## src/rtl/core/fsra_pkg.sv

```systemverilog
`timescale 1ns / 1ps
`default_nettype none
package fsra_pkg;
  localparam int unsigned SLOTS   = 1024;
  localparam int unsigned SLOT_W  = 10;
  localparam int unsigned CNT_W   = 11;
  localparam int unsigned WORD_W  = 32;
  localparam int unsigned BIT_W   = 5;
  localparam int unsigned WORDS   = SLOTS / WORD_W;
  localparam int unsigned WADDR_W = SLOT_W - BIT_W;
  localparam int unsigned PC_W    = BIT_W + 1;

  localparam logic [1:0] ST_PLACED  = 2'd0;
  localparam logic [1:0] ST_NOFREE  = 2'd1;
  localparam logic [1:0] ST_CLEARED = 2'd2;

  localparam logic CMD_PLACE = 1'b0;
  localparam logic CMD_CLEAR = 1'b1;

  typedef struct packed {
    logic [WORD_W-1:0] wdata;
    logic [PC_W-1:0]   cnt;
    logic              any;
    logic [BIT_W-1:0]  lo_bit;
    logic [BIT_W-1:0]  hi_bit;
  } word_res_t;
endpackage
`default_nettype wire

```

## src/rtl/core/free_slot_run_allocator_core.sv

```systemverilog
`timescale 1ns / 1ps
`default_nettype none
// a command rejected up front goes straight to the result; otherwise the core scans
// 32-slot bitmap words (at most 32), one word per cycle through the bitmap
// read-modify-write; one command in flight, the next command is accepted once the
// result loads into the output register, held off while an earlier result waits unaccepted
// reset: asynchronous active low, bitmap reads as all empty through per-word
// valid bits, num_slots returns to 1024, no clearing pass
module free_slot_run_allocator_core (
  input  wire logic                         clk_i,
  input  wire logic                         rst_ni,
  input  wire logic                         cfg_valid_i,
  output logic                              cfg_ready_o,
  input  wire logic [fsra_pkg::CNT_W-1:0]   cfg_num_slots_i,
  input  wire logic                         in_valid_i,
  output logic                              in_ready_o,
  input  wire logic                         cmd_i,
  input  wire logic [fsra_pkg::SLOT_W-1:0]  start_slot_i,
  input  wire logic [fsra_pkg::CNT_W-1:0]   amount_or_end_i,
  output logic                              out_valid_o,
  input  wire logic                         out_ready_i,
  output logic [1:0]                        status_o,
  output logic [fsra_pkg::SLOT_W-1:0]       first_slot_o,
  output logic [fsra_pkg::SLOT_W-1:0]       last_slot_o,
  output logic [fsra_pkg::CNT_W-1:0]        freed_count_o
);
  localparam logic [1:0] S_IDLE = 2'd0;
  localparam logic [1:0] S_SCAN = 2'd1;
  localparam logic [1:0] S_DONE = 2'd2;

  logic [1:0]                      state_q, state_d;
  logic [fsra_pkg::CNT_W-1:0]      nslots_q;
  logic [fsra_pkg::WORDS-1:0]      vld_q;
  logic                            cmd_q;
  logic [fsra_pkg::SLOT_W-1:0]     lo_q, hi_q;
  logic [fsra_pkg::WADDR_W-1:0]    rw_q, pw_q, lastw_q;
  logic                            pv_q;
  logic [fsra_pkg::CNT_W-1:0]      rem_q, freed_q;
  logic                            any_q;
  logic [fsra_pkg::SLOT_W-1:0]     first_q, last_q;
  logic                            ov_q;
  logic [1:0]                      ost_q;
  logic [fsra_pkg::SLOT_W-1:0]     ofirst_q, olast_q;
  logic [fsra_pkg::CNT_W-1:0]      ofreed_q;

  logic [fsra_pkg::CNT_W-1:0]      n_act, n_m1, want;
  logic                            reject, in_xfer, done_w;
  logic [fsra_pkg::SLOT_W-1:0]     hi_new;
  logic [fsra_pkg::WORD_W-1:0]     rdata, data_eff;
  fsra_pkg::word_res_t             wres;
  logic [fsra_pkg::CNT_W-1:0]      cnt_ext;

  assign cfg_ready_o = 1'b1;
  assign in_ready_o  = (state_q == S_IDLE);
  assign in_xfer     = in_valid_i && in_ready_o;

  assign n_act = (nslots_q > fsra_pkg::CNT_W'(fsra_pkg::SLOTS)) ?
                 fsra_pkg::CNT_W'(fsra_pkg::SLOTS) : nslots_q;
  assign n_m1  = n_act - fsra_pkg::CNT_W'(1);
  assign want  = (amount_or_end_i == '0) ? fsra_pkg::CNT_W'(1) : amount_or_end_i;

  always_comb begin
    reject = (n_act == '0) || ({1'b0, start_slot_i} >= n_act);
    hi_new = n_m1[fsra_pkg::SLOT_W-1:0];
    if (cmd_i == fsra_pkg::CMD_CLEAR) begin
      if ({1'b0, start_slot_i} > amount_or_end_i) begin
        reject = 1'b1;
      end
      if (amount_or_end_i < n_m1) begin
        hi_new = amount_or_end_i[fsra_pkg::SLOT_W-1:0];
      end
    end
  end

  fsra_ram #(.W(fsra_pkg::WORD_W), .D(fsra_pkg::WORDS)) u_ram (
    .clk_i   (clk_i),
    .we_i    (pv_q),
    .waddr_i (pw_q),
    .wdata_i (wres.wdata),
    .raddr_i (rw_q),
    .rdata_o (rdata)
  );

  assign data_eff = vld_q[pw_q] ? rdata : '0;

  fsra_word u_word (
    .cmd_i  (cmd_q),
    .data_i (data_eff),
    .word_i (pw_q),
    .lo_i   (lo_q),
    .hi_i   (hi_q),
    .rem_i  (rem_q),
    .res_o  (wres)
  );

  assign cnt_ext = fsra_pkg::CNT_W'(wres.cnt);
  assign done_w  = pv_q && ((pw_q == lastw_q) ||
                   ((cmd_q == fsra_pkg::CMD_PLACE) && (rem_q == cnt_ext)));

  always_comb begin
    state_d = state_q;
    case (state_q)
      S_IDLE: begin
        if (in_xfer) begin
          state_d = reject ? S_DONE : S_SCAN;
        end
      end
      S_SCAN: begin
        if (done_w) begin
          state_d = S_DONE;
        end
      end
      S_DONE: begin
        if (!ov_q || out_ready_i) begin
          state_d = S_IDLE;
        end
      end
      default: state_d = S_IDLE;
    endcase
  end

  always_ff @(posedge clk_i or negedge rst_ni) begin
    if (!rst_ni) begin
      state_q  <= S_IDLE;
      nslots_q <= fsra_pkg::CNT_W'(fsra_pkg::SLOTS);
      vld_q    <= '0;
      pv_q     <= 1'b0;
      ov_q     <= 1'b0;
    end else begin
      state_q <= state_d;
      if (cfg_valid_i && cfg_ready_o) begin
        nslots_q <= cfg_num_slots_i;
      end
      if (pv_q) begin
        vld_q[pw_q] <= 1'b1;
      end
      pv_q <= (state_q == S_SCAN) && !done_w;
      if (state_q == S_DONE && (!ov_q || out_ready_i)) begin
        ov_q <= 1'b1;
      end else if (out_ready_i) begin
        ov_q <= 1'b0;
      end
    end
  end

  always_ff @(posedge clk_i) begin
    if (in_xfer) begin
      cmd_q   <= cmd_i;
      lo_q    <= start_slot_i;
      hi_q    <= hi_new;
      lastw_q <= hi_new[fsra_pkg::SLOT_W-1:fsra_pkg::BIT_W];
      rw_q    <= start_slot_i[fsra_pkg::SLOT_W-1:fsra_pkg::BIT_W];
      rem_q   <= want;
      freed_q <= '0;
      any_q   <= 1'b0;
      first_q <= '0;
      last_q  <= '0;
    end else if (state_q == S_SCAN) begin
      rw_q <= rw_q + fsra_pkg::WADDR_W'(1);
      pw_q <= rw_q;
      if (pv_q) begin
        rem_q   <= rem_q - cnt_ext;
        freed_q <= freed_q + cnt_ext;
        if (wres.any) begin
          any_q  <= 1'b1;
          last_q <= {pw_q, wres.hi_bit};
          if (!any_q) begin
            first_q <= {pw_q, wres.lo_bit};
          end
        end
      end
    end
    if (state_q == S_DONE && (!ov_q || out_ready_i)) begin
      ofirst_q <= '0;
      olast_q  <= '0;
      ofreed_q <= '0;
      if (cmd_q == fsra_pkg::CMD_CLEAR) begin
        ost_q    <= fsra_pkg::ST_CLEARED;
        ofreed_q <= freed_q;
      end else if (any_q) begin
        ost_q    <= fsra_pkg::ST_PLACED;
        ofirst_q <= first_q;
        olast_q  <= last_q;
      end else begin
        ost_q <= fsra_pkg::ST_NOFREE;
      end
    end
  end

  assign out_valid_o   = ov_q;
  assign status_o      = ost_q;
  assign first_slot_o  = ofirst_q;
  assign last_slot_o   = olast_q;
  assign freed_count_o = ofreed_q;
endmodule
`default_nettype wire

```

## src/rtl/core/fsra_ram.sv

```systemverilog
`timescale 1ns / 1ps
`default_nettype none
module fsra_ram #(
  parameter int unsigned W  = 32,
  parameter int unsigned D  = 32,
  parameter int unsigned AW = $clog2(D)
) (
  input  wire logic          clk_i,
  input  wire logic          we_i,
  input  wire logic [AW-1:0] waddr_i,
  input  wire logic [W-1:0]  wdata_i,
  input  wire logic [AW-1:0] raddr_i,
  output logic      [W-1:0]  rdata_o
);
  logic [W-1:0] mem [D];

  always_ff @(posedge clk_i) begin
    if (we_i) begin
      mem[waddr_i] <= wdata_i;
    end
    rdata_o <= mem[raddr_i];
  end
endmodule
`default_nettype wire

```

## src/rtl/core/fsra_word.sv

```systemverilog
`timescale 1ns / 1ps
`default_nettype none
module fsra_word (
  input  wire logic                            cmd_i,
  input  wire logic [fsra_pkg::WORD_W-1:0]     data_i,
  input  wire logic [fsra_pkg::WADDR_W-1:0]    word_i,
  input  wire logic [fsra_pkg::SLOT_W-1:0]     lo_i,
  input  wire logic [fsra_pkg::SLOT_W-1:0]     hi_i,
  input  wire logic [fsra_pkg::CNT_W-1:0]      rem_i,
  output fsra_pkg::word_res_t                  res_o
);
  logic [fsra_pkg::WORD_W-1:0] mask;
  logic [fsra_pkg::WORD_W-1:0] free;
  logic [fsra_pkg::WORD_W-1:0] take;
  logic [fsra_pkg::WORD_W-1:0] sel;
  logic [fsra_pkg::PC_W-1:0]   pre [fsra_pkg::WORD_W];
  logic                        rem_big;

  assign rem_big = |rem_i[fsra_pkg::CNT_W-1:fsra_pkg::BIT_W];

  always_comb begin
    for (int i = 0; i < fsra_pkg::WORD_W; i++) begin
      mask[i] = ({word_i, i[fsra_pkg::BIT_W-1:0]} >= lo_i) &&
                ({word_i, i[fsra_pkg::BIT_W-1:0]} <= hi_i);
    end
  end

  assign free = ~data_i & mask;

  // free slots below each bit position
  always_comb begin
    for (int i = 0; i < fsra_pkg::WORD_W; i++) begin
      pre[i] = fsra_pkg::PC_W'($countones(free & (((fsra_pkg::WORD_W)'(1) << i)
                                          - (fsra_pkg::WORD_W)'(1))));
      take[i] = free[i] && (rem_big ||
                pre[i] < {1'b0, rem_i[fsra_pkg::BIT_W-1:0]});
    end
  end

  assign sel = (cmd_i == fsra_pkg::CMD_PLACE) ? take : (data_i & mask);

  always_comb begin
    res_o.wdata  = (cmd_i == fsra_pkg::CMD_PLACE) ? (data_i | take) : (data_i & ~sel);
    res_o.cnt    = fsra_pkg::PC_W'($countones(sel));
    res_o.any    = |sel;
    res_o.lo_bit = '0;
    res_o.hi_bit = '0;
    for (int i = fsra_pkg::WORD_W - 1; i >= 0; i--) begin
      if (sel[i]) begin
        res_o.lo_bit = i[fsra_pkg::BIT_W-1:0];
      end
    end
    for (int i = 0; i < fsra_pkg::WORD_W; i++) begin
      if (sel[i]) begin
        res_o.hi_bit = i[fsra_pkg::BIT_W-1:0];
      end
    end
  end
endmodule
`default_nettype wire

```

## config.mk

```make
export PLATFORM = sky130hd
export DESIGN_NAME = free_slot_run_allocator_core
export DESIGN_NICKNAME = d
export VERILOG_FILES = /design/src/rtl/core/fsra_pkg.sv /design/src/rtl/core/free_slot_run_allocator_core.sv /design/src/rtl/core/fsra_ram.sv /design/src/rtl/core/fsra_word.sv
export SDC_FILE = /design/constraint.sdc
export NUM_CORES = 2
export LEC_CHECK = 0
export ABC_CLOCK_PERIOD_IN_PS = 15300
export BUFFER_PORTS_ARGS = -buffer_cell sky130_fd_sc_hd__buf_2
export CAP_MARGIN = 30
export CORE_ASPECT_RATIO = 1.1
export CORE_UTILIZATION = 30
export DETAILED_ROUTE_END_ITERATION = 7
export GPL_ROUTABILITY_DRIVEN = 1
export PLACE_DENSITY = 0.43
export RECOVER_POWER = 100
export SLEW_MARGIN = 30
export SYNTH_ARGS = -nofsm -noshare
export SYNTH_HDL_FRONTEND = slang
export SYNTH_SLANG_ARGS = --single-unit
```

## constraint.sdc

```tcl
create_clock -name clk_i -period 15.3 [get_ports clk_i]
set_input_delay 0.765 -clock clk_i [delete_from_list [all_inputs] [get_ports clk_i]]
set_output_delay 0.765 -clock clk_i [all_outputs]
set_load 0.02 [all_outputs]
```

Word-level counts from Yosys, hierarchy flattened
Memory sizes are Yosys's and may differ from the RTL's. A register that Yosys moved wholly into a read port is not among the register bits.
Index checks and enable logic that the tools add are counted.
{"block": "classes", "add_sub_neg": 110, "n_bitwise": 10, "shifts": 0, "multipliers": 0, "n_reduce_logical": 122, "order_cmp": 102, "div": 0, "eq_ne": 7, "muxes": 91}
{"operator": ">= comparator 10 bit", "n": 32}
{"operator": "<= comparator 10 bit", "n": 32}
{"operator": "two-way mux 5 bit", "n": 64}
{"operator": "< comparator 6 x 5 -> 1 bit", "n": 30}
{"operator": "adder 6 bit", "n": 27}
{"operator": "AND 32 bit", "n": 3}
{"operator": "two-way mux 32 bit", "n": 3}
{"operator": "logical AND 1 bit", "n": 70}
{"operator": "adder 6 x 1 -> 6 bit", "n": 11}
{"operator": "inverter 32 bit", "n": 2}
{"operator": "OR 32 bit", "n": 2}
{"operator": "adder 1 x 1 -> 2 bit", "n": 31}
{"operator": "two-way mux 11 bit", "n": 5}
{"operator": "adder 2 x 2 -> 3 bit", "n": 15}
{"operator": "logical OR 1 bit", "n": 35}
{"operator": "adder 3 x 3 -> 4 bit", "n": 8}
{"operator": "OR reduction 32 bit", "n": 1}
{"operator": "zero test 11 bit", "n": 2}
{"operator": "two-way mux 10 bit", "n": 2}
{"operator": "adder 4 x 4 -> 5 bit", "n": 3}
{"operator": "adder 4 x 6 -> 6 bit", "n": 2}
{"operator": "adder 11 x 6 -> 11 bit", "n": 1}
{"operator": "equality test 11 x 6 -> 1 bit", "n": 1}
{"operator": ">= comparator 10 x 11 -> 1 bit", "n": 1}
{"operator": "36 further kinds", "n": 59}
{"block": "totals", "elab_cells": 463, "input_bits": 38, "reg_bits": 159, "romBits": 0, "memories": 1, "latchBits": 0, "mem_bits_rw": 1024, "output_inout_bits": 36}
{"memory": "u_ram.mem", "words": 32, "width": 32, "read_ports": 1, "rd_ports_with_merged_regs": 1, "write_ports": 1, "line_no": "fsra_ram.sv:15", "rtl": "logic [W-1:0] mem [D];"}

Longest topological paths before layout
{"block": "depth", "word_depth": 46, "ltp_mapped": 62, "depth_no_buf": 59}

By module
From an unflattened synthesis, not the netlist that was laid out.
{"block": "hier_totals", "cells_unflattened": 4530, "area_unflattened_um2": 60426.7}
{"module": "fsra_ram", "cells_per_inst": 2260, "instances": 1, "area_per_inst_um2": 40488.8, "seq_area_each_um2": 31390.1}
{"module": "fsra_word", "cells_per_inst": 1537, "instances": 1, "area_per_inst_um2": 11871.4, "seq_area_each_um2": 0.0}
{"module": "free_slot_run_allocator_core", "cells_per_inst": 733, "instances": 1, "area_per_inst_um2": 8066.5, "seq_area_each_um2": 4070.2}

Least setup slack after synthesis
Ideal clock, no wire load.
{"block": "synth_path", "path_kind": "reg-to-reg", "from": "register pw_q[0] (netlist name)", "to": "register rem_q[9] (netlist name), data pin", "required_ns": 15.033, "setup_time_ns": 0.267, "n_path_buf": 2, "stages_incl_launch_ff": 60, "period_less_slack_ns": 14.273, "slack_ns": 1.027, "t_arrival_ns": 14.006, "cell_sequence": "edfxtp_1 > ha_1 > or3b_1 > or3_1 > buf_2 > nor2_1 > nor2_1 > a211oi_1 > a21boi_0 > ha_1 > inv_1 > fa_1 > inv_1 > ha_1 > inv_1 > fa_1 > inv_1 > fa_1 > [... 24 more ...] > inv_1 > fa_1 > fa_1 > ha_1 > inv_1 > fa_1 > xnor2_1 > inv_1 > ha_1 > inv_1 > o21ai_0 > and2_1 > o21ai_0 > nand2b_1 > a211o_1 > nor3_1 > xnor2_1 > o21ai_0"}
{"block": "synth_between", "elab_chain_cells": 23, "elab_cells_between_ends": 307, "cone_classes": "add/sub: 107; order compare: 95; mux: 7; bitwise: 3; reduce/logical: 95"}
{"item": "from (decl)", "line_no": "free_slot_run_allocator_core.sv:36", "rtl": "logic [fsra_pkg::WADDR_W-1:0] rw_q, pw_q, lastw_q;"}
{"item": "from (signal assigned)", "line_no": "free_slot_run_allocator_core.sv:160", "rtl": "pw_q <= rw_q;"}
{"item": "binary-select mux 1 bit (select 5 bit)", "line_no": "free_slot_run_allocator_core.sv:84", "rtl": "assign data_eff = vld_q[pw_q] ? rdata : '0;"}
{"item": "two-way mux 1 bit (implied by the code)", "line_no": "free_slot_run_allocator_core.sv:84"}
{"item": "two-way mux 32 bit", "line_no": "free_slot_run_allocator_core.sv:84"}
{"item": "inverter 32 bit", "line_no": "fsra_word.sv:28", "rtl": "assign free = ~data_i & mask;"}
{"item": "AND 32 bit", "line_no": "fsra_word.sv:28"}
{"item": "adder 1 x 1 -> 2 bit", "line_no": "fsra_word.sv:34", "rtl": "- (fsra_pkg::WORD_W)'(1))));"}
{"item": "adder 2 x 2 -> 3 bit / adder 2 x 1 -> 3 bit (equally long branches)", "line_no": "fsra_word.sv:34"}
{"item": "adder 3 x 3 -> 4 bit (tied with other cells)", "line_no": "fsra_word.sv:34"}
{"item": "[... 7 more ...]"}
{"item": "adder 2 x 2 -> 3 bit (implied by the code)", "line_no": "fsra_word.sv:44", "rtl": "res_o.cnt = fsra_pkg::PC_W'($countones(sel));"}
{"item": "adder 3 x 3 -> 4 bit (implied by the code)", "line_no": "fsra_word.sv:44"}
{"item": "adder 4 x 4 -> 5 bit (implied by the code)", "line_no": "fsra_word.sv:44"}
{"item": "adder 5 x 5 -> 6 bit (implied by the code) *", "line_no": "fsra_word.sv:44"}
{"item": "subtractor 11 x 6 -> 11 bit *", "line_no": "free_slot_run_allocator_core.sv:162", "rtl": "rem_q <= rem_q - cnt_ext;"}
{"item": "two-way mux 11 bit *", "line_no": "free_slot_run_allocator_core.sv:161", "rtl": "if (pv_q) begin"}
{"item": "two-way mux 11 bit *", "line_no": "free_slot_run_allocator_core.sv:158", "rtl": "end else if (state_q == S_SCAN) begin"}
{"item": "two-way mux 11 bit *", "line_no": "free_slot_run_allocator_core.sv:147", "rtl": "if (in_xfer) begin"}
{"item": "to (signal assigned)", "line_no": "free_slot_run_allocator_core.sv:153", "rtl": "rem_q <= want;"}
{"item": "to (signal assigned)", "line_no": "free_slot_run_allocator_core.sv:162"}
{"item": "to (decl)", "line_no": "free_slot_run_allocator_core.sv:38", "rtl": "logic [fsra_pkg::CNT_W-1:0] rem_q, freed_q;"}
Every way passes the cells marked *; elsewhere a longest branch is shown, timed or not. The select of a mux whose other input is x is not followed.
A chain may end at the register's enable or synchronous reset.

Worst setup path after layout
{"block": "layout_path", "from": "register pw_q[4] (netlist name)", "to": "register rem_q[9] (netlist name), data pin"}
The elaborated chain is that of the path after synthesis.

==> flow_metrics.tcl <==
set metrics [dict create \
    die_y_um 463 \
    ctsHtreeMaxLevel 4 \
    nets 4206 \
    rsz0062_at_grt "false" \
    worstPathArrival_ps 14990 \
    io_pins 74 \
    start_util 0.303 \
    endpoint_kind "flip-flop" \
    slew_viol_final 1715 \
    gp_congestion 0.870 \
    cts_root_buffer "clkbuf_16" \
    top_usage_layer "met2" \
    status "finished, violations left" \
    start_kind "flip-flop" \
    maxCapViolCount 52 \
    synth_edf_count 1099 \
    path_class "flip-flop to flip-flop" \
    area_growth_pct 14.5 \
    final.setup.tns_ps 0 \
    dr.pass1.iters 5 \
    grt_pass1_wl_um 250000 \
    pre_cts_ws_ps 298 \
    overflow 0 \
    row_count 168 \
    holdBufCountCts 0 \
    reg2reg_slack_ps 790 \
    synth_seq_cells 1210 \
    timing.rr.start "pw_q[4]" \
    setup_viol 0 \
    synth_largest_area_cell "edfxtp_1" \
    clockBufferDepth 3 \
    startpoint "pw_q[4]" \
    grt_use_met3 0.0234 \
    vias 32600 \
    ys_async_sr_fraction 0.0388 \
    fin_crit_sh 0.948 \
    fmax_ghz 0.0689 \
    worst_ep_required_time_ps 15780 \
    insertion_delay_ps 790 \
    relSlewSlack -4.42 \
    fin_skew_ps 41.2 \
    synth_cells 3603 \
    netlist-cell-type-count 103 \
    cts_sinks 1210 \
    tightest_slew_ps 8120 \
    synthFlopType "edfxtp_1" \
    yosysSeqAreaShare 0.611 \
    critical-path-slowest-cell "clkbuf_1" \
    ys_warn_count 0 \
    violations "capacitance limit, slew limit" \
    synth_top_area_share 0.569 \
    use_met2 0.304 \
    wl_um 174000 \
    avgSynthCellArea_um2 16.1 \
    antenna_left 0 \
    place_hpwl_um 102000 \
    clk_pin_slew_ps 60 \
    syn_nets 4005 \
    wl_per_cell_um 26.9 \
    coreArea_mm2 0.191 \
    numCtsBuffers 136 \
    drt_iter0_markers 2675 \
    portBuffers 72 \
    drc 0 \
    layout_setup_ws_ps 788 \
    globalRouteMet1Util 0.240 \
    grt_max_degree 124 \
    antenna_found_initial 13 \
    hold_viol_final 0 \
    ys_top_cells_by_area "edfxtp_1, mux4_2, ha_1, fa_1, dfxtp_1" \
    syn-cell-area_mm2 0.0580 \
    cts_tree "built" \
    track_usage 0.179 \
    min_from "cfg_num_slots_i[8]" \
    worstPathMaxFanout 19 \
    final_layout_size_suffix_gt1_frac 0.197 \
    die_area_mm2 0.195 \
    worstHoldPathType "input pin to flip-flop" \
    nFillCells 18400 \
    grt_pass1_vias 34000 \
    finalCriticalPeriod_ps 14510 \
    die_w_um 421 \
    critPathMaxStageDelay_ps 730 \
    avgViaCountPerCell 5.04 \
]
## stage by stage
step	area, µm²	hold slack, ps	utilization	instances
2_1_floorplan	58000	424	-	3603
3_3_place_gp	62300	442	0.326	6206
3_5_place_dp	62300	442	0.326	6207
4_1_cts	66800	62.6	0.349	6459
5_1_grt	66400	184	0.347	6469
6_report	66400	212	0.347	6469
## worst max-delay path: cells and delay by family, from the launching register on
| family | cells | cell delay [ps] |
|---|---|---|
| and+or+nand+nor | 12 | 2430 |
| DFF | 1 | 430 |
| adders and majority gates | 17 | 7480 |
| AOI/OAI and AO/OA | 7 | 1260 |
| muxes | 1 | 340 |
| xor gates and xnor gates | 2 | 320 |
| buffers and inverters | 14 | 1890 |
## layout by cell type (no fill, tap or decap), drive strengths merged, types with 32 or more instances in the layout
cell / synthesis / layout
a21o: 73 / 73
a21oi: 131 / 131
and2: 44 / 44
buf: 60 / 90
clkbuf: 89 / 294
clkinv: 1 / 65
dfrtp: 46 / 46
dfxtp: 64 / 64
edfxtp: 1099 / 1099
fa: 102 / 102
ha: 262 / 262
inv: 207 / 210
mux2: 49 / 49
mux2i: 53 / 53
mux4: 320 / 320
nand2: 123 / 123
nand2b: 48 / 48
nand3: 32 / 32
nor2: 212 / 212
o21a: 39 / 39
o21ai: 128 / 128
or2: 47 / 47
xnor2: 55 / 55
## layout make-up
class	count	area (µm²)	share of cell area
antenna	1	2.50	0.0000377
clock buffer	172	3720	0.0560
clock inverter	80	754	0.0114
inverter	208	785	0.0118
multi-input combinational	2036	21400	0.322
sequential	1210	35500	0.534
tap	2550	3190	0.0480
timing repair buffer	212	1120	0.0169
## synthesized netlist by cell type, types with 47 or more instances
cell type / count
ha_1: 262
inv_1: 206
nor2_1: 209
dfxtp_1: 64
o21ai_0: 103
fa_1: 102
clkbuf_1: 89
edfxtp_1: 1099
nand2_1: 123
mux4_2: 320
a21oi_1: 130
nand2b_1: 47
a21o_1: 73
xnor2_1: 55
## kinds of logic (layout without fill, tap and decap cells)
kind of cell	Yosys count	count (layout)	share of synthesized area
compound gates	534	534	0.0605
other cells	1	2	0.0000647
fa+ha+maj	364	364	0.0917
simple gates	629	629	0.0549
xor+xnor	86	86	0.0130
mux	422	422	0.144
buf+inv	357	672	0.0243
flops	1210	1210	0.611
## registers in the layout, indices dropped and copies added, names as in the netlist, 2 cells and up
signal and cells:
state_q 2, lo_q 10, u_ram.mem 1024, last_slot_o 10, rem_q 11, rw_q 5
freed_count_o 11, status_o 2, first_q 10, last_q 10, nslots_q 11, pw_q 5
freed_q 11, u_ram.rdata_o 32, hi_q 10, first_slot_o 10, vld_q 32
## what timing repair did
action / 4_1_cts / 5_1_grt
buffers inserted: 0 / 7
resized for setup: 0 / 15
setup endpoints to repair: 0 / 15
## per-layer routing
layer	vias up	share of wire
met4	0	0.022
met1	17300	0.44
met5	-	0
met3	203	0.041
li1	14400	-
met2	745	0.50
## path summary, 6_finish.rpt
kind,endpoint,depth (start not counted)
setup / recovery,rem_q[9],53
max in group asynchronous,vld_q[5],2
min in group asynchronous,state_q[1],2
hold / removal,nslots_q[8],2
hold reg to reg,first_q[3],2
setup reg to reg,rem_q[9],53
Power is left out: the tool's default activity adds up to more than one toggle a clock period on the data nets, which glitch-free logic cannot reach.
